--- src/rtl/core/sld_pkg.sv ---
package sld_pkg;

  // Framing characters of the byte stream.
  localparam logic [7:0] CharOpen  = 8'h28;
  localparam logic [7:0] CharClose = 8'h29;
  localparam logic [7:0] CharColon = 8'h3A;
  localparam logic [7:0] CharZero  = 8'h30;
  localparam logic [7:0] CharNine  = 8'h39;

  // Decimal base of the length prefix.
  localparam int unsigned LenBase = 10;

  // Element limit after reset.
  localparam logic [7:0] MaxElemReset = 8'd16;

  // Result kinds.
  typedef enum logic [1:0] {
    KindData  = 2'd0,
    KindEmpty = 2'd1,
    KindEnd   = 2'd2,
    KindError = 2'd3
  } kind_e;

  // Error codes carried with an error result.
  typedef enum logic [2:0] {
    ErrStart = 3'd0,
    ErrDigit = 3'd1,
    ErrEmpty = 3'd2,
    ErrOver  = 3'd3,
    ErrMany  = 3'd4
  } err_e;

  // One result item.
  typedef struct packed {
    kind_e       kind;
    logic [7:0]  data_byte;
    logic [7:0]  element_index;
    logic        last_in_element;
    err_e        error_code;
  } result_t;

  // What the parser produces for one byte: a result or none.
  typedef struct packed {
    logic    valid;
    result_t res;
  } step_out_t;

endpackage

--- src/rtl/core/sld_if.sv ---
// Raw byte request channel.
interface sld_in_if;
  logic       valid;
  logic       ready;
  logic [7:0] in_byte;

  modport source (output valid, output in_byte, input ready);
  modport sink   (input valid, input in_byte, output ready);
endinterface

// Result request channel.
interface sld_out_if;
  logic       valid;
  logic       ready;
  logic [1:0] kind;
  logic [7:0] data_byte;
  logic [7:0] element_index;
  logic       last_in_element;
  logic [2:0] error_code;

  modport source (output valid, output kind, output data_byte, output element_index,
                  output last_in_element, output error_code, input ready);
  modport sink   (input valid, input kind, input data_byte, input element_index,
                  input last_in_element, input error_code, output ready);
endinterface

// Configuration write channel for the element limit.
interface sld_cfg_if;
  logic       valid;
  logic       ready;
  logic [7:0] max_elements;

  modport source (output valid, output max_elements, input ready);
  modport sink   (input valid, input max_elements, output ready);
endinterface

--- src/rtl/core/sld_parse.sv ---
module sld_parse #(
  parameter int unsigned LENGTH_BITS = 16
) (
  input  logic                 clk_i,
  input  logic                 rst_ni,
  input  logic                 step_i,
  input  logic [7:0]           byte_i,
  input  logic [7:0]           max_elem_i,
  output sld_pkg::step_out_t   step_o
);

  typedef enum logic [1:0] {
    PhIdle = 2'd0,
    PhLen  = 2'd1,
    PhData = 2'd2,
    PhWait = 2'd3
  } phase_e;

  localparam int unsigned AccW = LENGTH_BITS + 4;

  phase_e                 phase_q, phase_d;
  logic [LENGTH_BITS-1:0] acc_q, acc_d;
  logic                   have_digit_q, have_digit_d;
  logic [LENGTH_BITS-1:0] left_q, left_d;
  logic [7:0]             count_q, count_d;

  logic [AccW-1:0]        acc_ext;
  logic [AccW-1:0]        acc_x10;
  logic                   overflow;
  logic                   is_digit;
  logic                   last_byte;
  logic                   fail;
  sld_pkg::err_e          fail_code;

  // Next decimal length: times ten as two shifts, plus the digit.
  assign acc_ext  = {4'b0000, acc_q};
  assign acc_x10  = (acc_ext << 3) + (acc_ext << 1) + AccW'(byte_i[3:0]);
  assign overflow = |acc_x10[AccW-1:LENGTH_BITS];
  assign is_digit = byte_i inside {[sld_pkg::CharZero:sld_pkg::CharNine]};

  // The final payload byte of an element is the one with at most one left.
  assign last_byte = (left_q[LENGTH_BITS-1:1] == '0);

  // Parse one byte against the current phase.
  always_comb begin
    phase_d      = phase_q;
    acc_d        = acc_q;
    have_digit_d = have_digit_q;
    left_d       = left_q;
    count_d      = count_q;
    step_o       = '0;
    fail         = 1'b0;
    fail_code    = sld_pkg::ErrStart;

    case (phase_q)
      PhIdle, PhWait: begin
        if (byte_i == sld_pkg::CharOpen) begin
          phase_d      = PhLen;
          acc_d        = '0;
          have_digit_d = 1'b0;
          left_d       = '0;
          count_d      = '0;
        end else if (phase_q == PhIdle) begin
          fail      = 1'b1;
          fail_code = sld_pkg::ErrStart;
        end
      end
      PhLen: begin
        if (byte_i == sld_pkg::CharClose) begin
          if (have_digit_q) begin
            fail      = 1'b1;
            fail_code = sld_pkg::ErrDigit;
          end else begin
            phase_d                    = PhIdle;
            acc_d                      = '0;
            have_digit_d               = 1'b0;
            count_d                    = '0;
            step_o.valid               = 1'b1;
            step_o.res.kind            = sld_pkg::KindEnd;
            step_o.res.element_index   = count_q;
          end
        end else if (!have_digit_q && (count_q >= max_elem_i)) begin
          fail      = 1'b1;
          fail_code = sld_pkg::ErrMany;
        end else if (is_digit) begin
          if (overflow) begin
            fail      = 1'b1;
            fail_code = sld_pkg::ErrOver;
          end else begin
            acc_d        = acc_x10[LENGTH_BITS-1:0];
            have_digit_d = 1'b1;
          end
        end else if (byte_i == sld_pkg::CharColon) begin
          if (!have_digit_q) begin
            fail      = 1'b1;
            fail_code = sld_pkg::ErrEmpty;
          end else if (acc_q == '0) begin
            // Zero length: one empty marker, stay in the length phase.
            count_d                  = count_q + 8'd1;
            acc_d                    = '0;
            have_digit_d             = 1'b0;
            step_o.valid             = 1'b1;
            step_o.res.kind          = sld_pkg::KindEmpty;
            step_o.res.element_index = count_q;
          end else begin
            left_d       = acc_q;
            phase_d      = PhData;
            acc_d        = '0;
            have_digit_d = 1'b0;
          end
        end else begin
          fail      = 1'b1;
          fail_code = sld_pkg::ErrDigit;
        end
      end
      PhData: begin
        step_o.valid               = 1'b1;
        step_o.res.kind            = sld_pkg::KindData;
        step_o.res.data_byte       = byte_i;
        step_o.res.element_index   = count_q;
        step_o.res.last_in_element = last_byte;
        if (last_byte) begin
          left_d       = '0;
          count_d      = count_q + 8'd1;
          phase_d      = PhLen;
          acc_d        = '0;
          have_digit_d = 1'b0;
        end else begin
          left_d = left_q - LENGTH_BITS'(1);
        end
      end
      default: begin
        phase_d = PhIdle;
      end
    endcase

    // Any error drops the message and waits for an opening paren.
    if (fail) begin
      phase_d         = PhWait;
      acc_d           = '0;
      have_digit_d    = 1'b0;
      left_d          = '0;
      count_d         = '0;
      step_o          = '0;
      step_o.valid    = 1'b1;
      step_o.res.kind = sld_pkg::KindError;
      step_o.res.error_code = fail_code;
    end
  end

  // Parser state advances once per processed byte.
  always_ff @(posedge clk_i or negedge rst_ni) begin
    if (!rst_ni) begin
      phase_q      <= PhIdle;
      acc_q        <= '0;
      have_digit_q <= 1'b0;
      left_q       <= '0;
      count_q      <= '0;
    end else if (step_i) begin
      phase_q      <= phase_d;
      acc_q        <= acc_d;
      have_digit_q <= have_digit_d;
      left_q       <= left_d;
      count_q      <= count_d;
    end
  end

endmodule

--- src/rtl/core/sexp_list_deframer.sv ---
// Chan   Mode    Payload                                                     Role
// in_i   sink    in_byte[7:0]                                                raw framed bytes
// res_o  source  kind, data_byte, element_index, last_in_element, error_code results
// cfg_i  sink    max_elements[7:0]                                           element limit
//
// One byte is taken per cycle while res_o does not stall. An accepted byte waits in
// the input register; its result, if it yields one, loads into the result register.
// The parser step between the input register and the result register is combinational
// and holds the length multiply by ten.
// A stall on res_o holds the parser; in_i takes one more byte into its register first.
// Reset is asynchronous, active low, and leaves the block idle awaiting an open paren.
module sexp_list_deframer #(
  parameter int unsigned LENGTH_BITS = 16
) (
  input  logic      clk_i,
  input  logic      rst_ni,
  sld_in_if.sink    in_i,
  sld_out_if.source res_o,
  sld_cfg_if.sink   cfg_i
);

  logic               in_valid_q;
  logic [7:0]         in_byte_q;
  logic               res_valid_q;
  sld_pkg::result_t   res_q;
  logic [7:0]         max_elem_q;
  logic               out_free;
  logic               advance;
  sld_pkg::step_out_t step;

  // The parser moves when a byte waits and the result register can take its outcome.
  assign out_free  = !res_valid_q || res_o.ready;
  assign advance   = in_valid_q && out_free;
  assign in_i.ready = !in_valid_q || advance;
  assign cfg_i.ready = 1'b1;

  // Input register.
  always_ff @(posedge clk_i or negedge rst_ni) begin
    if (!rst_ni) begin
      in_valid_q <= 1'b0;
    end else if (in_i.valid && in_i.ready) begin
      in_valid_q <= 1'b1;
    end else if (advance) begin
      in_valid_q <= 1'b0;
    end
  end

  always_ff @(posedge clk_i) begin
    if (in_i.valid && in_i.ready) begin
      in_byte_q <= in_i.in_byte;
    end
  end

  // Element limit register.
  always_ff @(posedge clk_i or negedge rst_ni) begin
    if (!rst_ni) begin
      max_elem_q <= sld_pkg::MaxElemReset;
    end else if (cfg_i.valid) begin
      max_elem_q <= cfg_i.max_elements;
    end
  end

  sld_parse #(
    .LENGTH_BITS(LENGTH_BITS)
  ) u_parse (
    .clk_i      (clk_i),
    .rst_ni     (rst_ni),
    .step_i     (advance),
    .byte_i     (in_byte_q),
    .max_elem_i (max_elem_q),
    .step_o     (step)
  );

  // Result register.
  always_ff @(posedge clk_i or negedge rst_ni) begin
    if (!rst_ni) begin
      res_valid_q <= 1'b0;
    end else if (advance) begin
      res_valid_q <= step.valid;
    end else if (res_o.ready) begin
      res_valid_q <= 1'b0;
    end
  end

  always_ff @(posedge clk_i) begin
    if (advance && step.valid) begin
      res_q <= step.res;
    end
  end

  assign res_o.valid           = res_valid_q;
  assign res_o.kind            = res_q.kind;
  assign res_o.data_byte       = res_q.data_byte;
  assign res_o.element_index   = res_q.element_index;
  assign res_o.last_in_element = res_q.last_in_element;
  assign res_o.error_code      = res_q.error_code;

endmodule

--- src/flat_wrapper.sv ---
// flat-port wrapper written by rule: the top's interface ports become plain ports
module sexp_list_deframer_flat 
#(
  parameter int unsigned LENGTH_BITS = 16
)
  (clk_i, rst_ni, in_i_valid, in_i_in_byte, in_i_ready, res_o_valid, res_o_kind, res_o_data_byte, res_o_element_index, res_o_last_in_element, res_o_error_code, res_o_ready, cfg_i_valid, cfg_i_max_elements, cfg_i_ready);
  sld_in_if in_i_i ();
  sld_out_if res_o_i ();
  sld_cfg_if cfg_i_i ();
  input  logic clk_i;
  input  logic rst_ni;
  input wire logic [$bits(in_i_i.valid)-1:0] in_i_valid;
  input wire logic [$bits(in_i_i.in_byte)-1:0] in_i_in_byte;
  output wire logic [$bits(in_i_i.ready)-1:0] in_i_ready;
  output wire logic [$bits(res_o_i.valid)-1:0] res_o_valid;
  output wire logic [$bits(res_o_i.kind)-1:0] res_o_kind;
  output wire logic [$bits(res_o_i.data_byte)-1:0] res_o_data_byte;
  output wire logic [$bits(res_o_i.element_index)-1:0] res_o_element_index;
  output wire logic [$bits(res_o_i.last_in_element)-1:0] res_o_last_in_element;
  output wire logic [$bits(res_o_i.error_code)-1:0] res_o_error_code;
  input wire logic [$bits(res_o_i.ready)-1:0] res_o_ready;
  input wire logic [$bits(cfg_i_i.valid)-1:0] cfg_i_valid;
  input wire logic [$bits(cfg_i_i.max_elements)-1:0] cfg_i_max_elements;
  output wire logic [$bits(cfg_i_i.ready)-1:0] cfg_i_ready;
  assign in_i_i.valid = in_i_valid;
  assign in_i_i.in_byte = in_i_in_byte;
  assign in_i_ready = in_i_i.ready;
  assign res_o_valid = res_o_i.valid;
  assign res_o_kind = res_o_i.kind;
  assign res_o_data_byte = res_o_i.data_byte;
  assign res_o_element_index = res_o_i.element_index;
  assign res_o_last_in_element = res_o_i.last_in_element;
  assign res_o_error_code = res_o_i.error_code;
  assign res_o_i.ready = res_o_ready;
  assign cfg_i_i.valid = cfg_i_valid;
  assign cfg_i_i.max_elements = cfg_i_max_elements;
  assign cfg_i_ready = cfg_i_i.ready;
  sexp_list_deframer #(.LENGTH_BITS(LENGTH_BITS)) u_core (.clk_i(clk_i), .rst_ni(rst_ni), .in_i(in_i_i), .res_o(res_o_i), .cfg_i(cfg_i_i));
endmodule
--- config.mk ---
export PLATFORM = sky130hd
export DESIGN_NAME = sexp_list_deframer_flat
export DESIGN_NICKNAME = d
export VERILOG_FILES = /design/src/rtl/core/sld_pkg.sv /design/src/rtl/core/sld_if.sv /design/src/rtl/core/sld_parse.sv /design/src/rtl/core/sexp_list_deframer.sv /design/src/flat_wrapper.sv
export SDC_FILE = /design/constraint.sdc
export NUM_CORES = 1
export LEC_CHECK = 0
export BUFFER_PORTS_ARGS = -buffer_cell sky130_fd_sc_hd__buf_2
export CAP_MARGIN = 40
export CORE_MARGIN = 5
export CORE_UTILIZATION = 25
export CTS_CLUSTER_SIZE = 16
export DETAILED_ROUTE_END_ITERATION = 7
export PLACE_DENSITY = 0.39
export RECOVER_POWER = 25
export SLEW_MARGIN = 20
export SYNTH_ARGS = -nofsm -noshare
export SYNTH_HDL_FRONTEND = slang
export SYNTH_SLANG_ARGS = --single-unit
--- constraint.sdc ---
create_clock -name clk_i -period 12.11 [get_ports clk_i]
set_input_delay 1.8165 -clock clk_i [delete_from_list [all_inputs] [get_ports clk_i]]
set_output_delay 1.8165 -clock clk_i [all_outputs]
set_load 0.05 [all_outputs]
[Word level (Yosys, flattened, before mapping)]
Index checks and enable logic that the tools add are counted.
Storage, ports and cells
  bits in registers: 83
  input port bits: 21
  logic and storage cells: 162
Cells by class
  eq/ne operators: 24
  add/subtract/negate cells: 4
  magnitude comparators: 3
  bitwise logic cells: 1
  mux-type cells: 92
  reduce and logical (&&, ||, !) cells: 24
Operators by type and width (number)
  $mux W16: 18
  $mux W8: 18
  $pmux W16 S3: 2
  $mux W3: 11
  $ne A4 B4 Y1 const B: 7
  $mux W2: 13
  $eq A8 B6 Y1 const B: 3
  $ne A3 B3 Y1 const B: 8
  $pmux W8 S3: 1
  $mux W1: 23
  $mux W23: 1
  $add A19 B17 Y20: 1
  $add A20 B4 Y20: 1
  $reduce_and A9 Y1: 2
  $logic_not A16 Y1: 1
  $pmux W8 S2: 1
  $reduce_and A8 Y1: 2
  $sub A16 B1 Y16 const B: 1
  $logic_not A15 Y1: 1
  $ne A5 B5 Y1 const B: 3
  $add A8 B1 Y8 const B: 1
  $ge A8 B6 Y1 const B: 1
  $ge A8 B8 Y1: 1
  $le A8 B6 Y1 const B: 1
  other kinds (16): 26

[Longest topological paths before layout]
  depth after elaboration: 10
  mapped depth: 14
  gate-level depth less buffers: 12

[By module]
A second synthesis with hierarchy kept.
Unflattened totals
  cells, all modules: 557
  area total of the unflattened synthesis: 5482.8 um^2
By module, submodules not included
  sld_parse: area each 4141.5 um^2, instances 1, cells each 498
  sexp_list_deframer: area each 1341.3 um^2, instances 1, cells each 59

[Least setup slack after synthesis]
Ideal clock, no wire load.
  path kind: register -> register
  from: register u_core.u_parse.acc_q[0]
  to: register u_core.res_q (netlist bit u_core.res_o.data_byte[0]) (enable)
  cell stages (with the launch flop): 13
  slack: 7.838 ns
  library setup time: 0.408 ns
  period minus slack after synthesis: 4.272 ns
  buffers on the path: 1
  arrival time: 3.864 ns
  data required time: 11.702 ns
  path through: dfrtp_1 > inv_1 > fa_1 > inv_1 > fa_1 > a211oi_1 > o211ai_1 > nand3_1 > mux2i_1 > a22o_1 > a221oi_4 > buf_2 > a21oi_1
On the way
  word-level cells in the longest chain between the ends: 10
RTL lines
  start, declared: RTL line sld_parse.sv:22  | logic [LENGTH_BITS-1:0] acc_q, acc_d;
  start signal, assigned: RTL line sld_parse.sv:155  | acc_q <= '0;
  start signal, assigned: RTL line sld_parse.sv:161  | acc_q <= acc_d;
  $add A19 B17 Y20 / $logic_not A16 Y1 (equally long branches): RTL line sld_parse.sv:37, sld_parse.sv:97
  $add A20 B4 Y20 / $mux W3 (equally long branches): RTL line sld_parse.sv:37, sld_parse.sv:97
  $reduce_or A4 Y1 / $mux W3 (equally long branches): RTL line sld_parse.sv:38, sld_parse.sv:94
  $mux W1 / $mux W3 (equally long branches): RTL line sld_parse.sv:86, sld_parse.sv:93
  $mux W1 / $mux W3 (equally long branches): RTL line sld_parse.sv:85  | end else if (is_digit) begin
  $mux W1 / $mux W3 (equally long branches): RTL line sld_parse.sv:82  | end else if (!have_digit_q && (count_q >= max_elem_i)) begin
  $mux W1 / $mux W3 (equally long branches): RTL line sld_parse.sv:69  | if (byte_i == sld_pkg::CharClose) begin
  $pmux W1 S2 / $pmux W3 S2 (equally long branches): RTL line sld_parse.sv:55  | case (phase_q)
  $mux W23 (*): RTL line sld_parse.sv:138  | if (fail) begin
  $logic_and A1 B1 Y1 (*): RTL line sexp_list_deframer.sv:86  | if (advance && step.valid) begin
  end signal, assigned: RTL line sexp_list_deframer.sv:87  | res_q <= step.res;
  end, declared: RTL line sexp_list_deframer.sv:25  | sld_pkg::result_t res_q;
Every way passes the cells marked *; elsewhere a longest branch is shown, timed or not.
A chain may end at the register's enable or synchronous reset.

==> metrics.yaml <==
fin_crit_ps: 4491
tightest_slew_ps: 2790
ctsResizeCount: 0
syn_inst: 619
cap_violations: 1
num-nets-final: 728
register_area_um2: 2228
reg2reg_slack_ps: 7780
htree_levels: 3
dp_hpwl_mm: 13.32
multi_input_area_um2: 3224
cp.arrival_ps: 4340
setup_viol: 0
violations: "capacitance limit, slew limit"
post-place-ws_ps: 7782
ys_warn_count: 0
status: "complete, but fails checks"
drive_gt1_share_pct: 14.44
diodes: 0
fin_crit_sh_pct: 37.08
power_leakage_uw: 0.002859
io_pins: 46
worstRegToRegCells: 13
power.density_nw_per_um2: 101.7
grt_max_degree: 54
antenna_found_initial: 0
critPathLaunchType: "input port"
hp-class: "flop to flop"
cts_tree: "built"
wirelength_mm: 17.46
hp-start: "u_core.max_elem_q[4]"
rsz0062_at_grt: "false"
routed_via_density: 5.291
grt_usage_pct: 13.58
max_slew_margin_pct: -86.01
drt-initial-drc-count: 290
postSynthNetCount: 687
postRouteAntennaNets: 0
cts_buffers: 9
insertion_delay_ps: 350
place.gp.congestion: 0.8540
nFillCells: 2449
r2r-end: "u_core.u_parse.acc_q[13]"
crit_type: "input port to async pin"
drc: 0
synth_flop_cell: "dfrtp_1"
die_w_um: 162.3
required_ps: 11960
cts_setup_buffers: 0
syn_area_um2: 5796
finalHoldViolCount: 0
yosys_register_bits: 83
synth_edf_count: 30
clock_sinks: 83
port_buffers: 44
clock.fmax_mhz: 222.7
finClkSkew_ps: 13.13
path_clk_slew_ps: 70
grt_pass1_wl_mm: 28.42
ctsHoldBuffers: 0
die_h_um: 162.3
ir_drop_mv: 0.05841
yosysSeqAreaShare_pct: 38.45
coreArea_um2: 22710
whs_path_depth: 2
final_common_cell: "inv_1"
dieArea_um2: 26330
final_util_pct: 29.23
r2r_start: "u_core.u_parse.acc_q[0]"
end_kind: "async pin"
fin_setup_tns_ps: 0
wl_per_cell_um: 18.38
syn_to_final_growth_pct: 14.53
maxSlewViolCount: 47
grt_overflow_total: 0
dr.pass1.iters: 5
synth_cell_type_count: 73
layout_setup_ws_ps: 7619
synthArstFlopShare_pct: 63.86
clock_tree.buffer_depth: 2
worst-path-max-fanout: 46
vias: 5026
start_util_pct: 25.52
row_count: 55
grt_pass1_vias: 5020
layout_common_cells: "inv_1 (61), dfrtp_1 (52), nand2_1 (46)"
hold_end: "u_core.max_elem_q[4]"
avgSynthCellArea_um2: 9.363
cts-root-buf: "clkbuf_16"
==> report_power, final <==
group	internal, uW	total [uW]	switching (uW)	leakage, uW
Combinational	29.3	89.8	60.5	0.00189
Clock	143	270	127	0.000139
Sequential	306	315	9.58	0.000831
==> cells in the mapped netlist (8+ instances only) <==
library cell	instances	share of area [%]
a31oi_1	13	1.4
nor4_1	10	1.1
o211ai_1	13	1.7
edfxtp_1	30	16
mux2i_1	8	1.4
o22ai_2	10	2.2
inv_1	61	4.0
dfrtp_1	52	22
clkbuf_1	18	1.2
nand3_1	30	2.6
and2_1	19	2.1
nand4_1	10	1.1
nor3_1	14	1.2
ha_1	45	9.7
o22ai_1	18	1.9
nand2_1	46	3.0
o21ai_0	27	2.3
nor2_1	23	1.5
o21ai_1	10	0.86
a21oi_1	29	2.5
xnor2_1	9	1.4
==> sequential cells by signal, summed over array words and instances (netlist names), 2 cells and up <==
register / count
u_core.res_o.data_byte: 8
u_core.u_parse.acc_q: 16
u_core.res_o.kind: 2
u_core.max_elem_q: 8
u_core.res_o.error_code: 3
u_core.in_byte_q: 8
u_core.res_o.element_index: 8
u_core.u_parse.count_q: 8
u_core.u_parse.phase_q: 2
u_core.u_parse.left_q: 16
==> worst max-delay path by stage <==
stage | from | endpoint | slack, ps
after global placement | u_core.u_parse.acc_q[0] | u_core.u_parse.acc_q[0] | 7580
final | rst_ni | u_core.u_parse.acc_q[0] | 7620
after detailed placement | u_core.u_parse.acc_q[0] | u_core.u_parse.acc_q[12] | 7780
after floorplan | u_core.u_parse.acc_q[0] | u_core.res_o.data_byte[0] | 7840
after global routing | rst_ni | u_core.u_parse.acc_q[0] | 6880
after CTS | u_core.u_parse.acc_q[0] | u_core.u_parse.acc_q[13] | 7770
==> metrics by stage <==
stage | hold slack (ps) | area [um^2] | std cells | power, uW
after global placement | 516.5 | 6289 | 927 | 410.0
final | 529.7 | 6638 | 950 | 675.2
after detailed placement | 519.1 | 6334 | 931 | 411.6
after floorplan | 472.6 | 5796 | 619 | 380.9
after CTS | 530.4 | 6618 | 947 | 687.3
after global routing | 575.6 | 6638 | 950 | 706.1
==> worst max-delay path, cell delays in order <==
cell	delay, ps
buf_2	70
clkbuf_1	390
clkbuf_1	2020
==> logic make-up (layout without fill, tap and decap cells) <==
logic type,count (synthesis),in the layout,share of synthesized area [%]
XOR/XNOR,16,16,2.418
adder cells (fa/ha/maj),47,47,10.41
multiplexers,10,10,1.770
buffers and inverters,86,132,5.980
AND/OR/NAND/NOR,190,190,17.49
AO/OA/AOI/OAI,186,186,23.42
flip-flops,83,83,38.45
other,1,1,0.06470
==> cell type report <==
| type | instances | area share [%] |
|---|---|---|
| multi-input cells | 450 | 48.58 |
| flip-flops and latches | 83 | 33.57 |
| clock buffers | 9 | 3.393 |
| well taps | 285 | 5.372 |
| repair buffers | 55 | 4.750 |
| clock inverters | 7 | 0.8860 |
| inverters | 61 | 3.450 |
==> layer usage <==
metal  routed length (um)  part of all wire [%]  vias up  GRT usage (%)
met1                 8693                    50     2468          19.67
met5                    0                     0        -              0
li1                     -                     -     2421              -
met3                  647                   3.7       20          2.208
met4                  213                   1.2        0          3.729
met2                 7903                    45      117          20.97
Note: power is estimated with default switching activity, not from simulation.
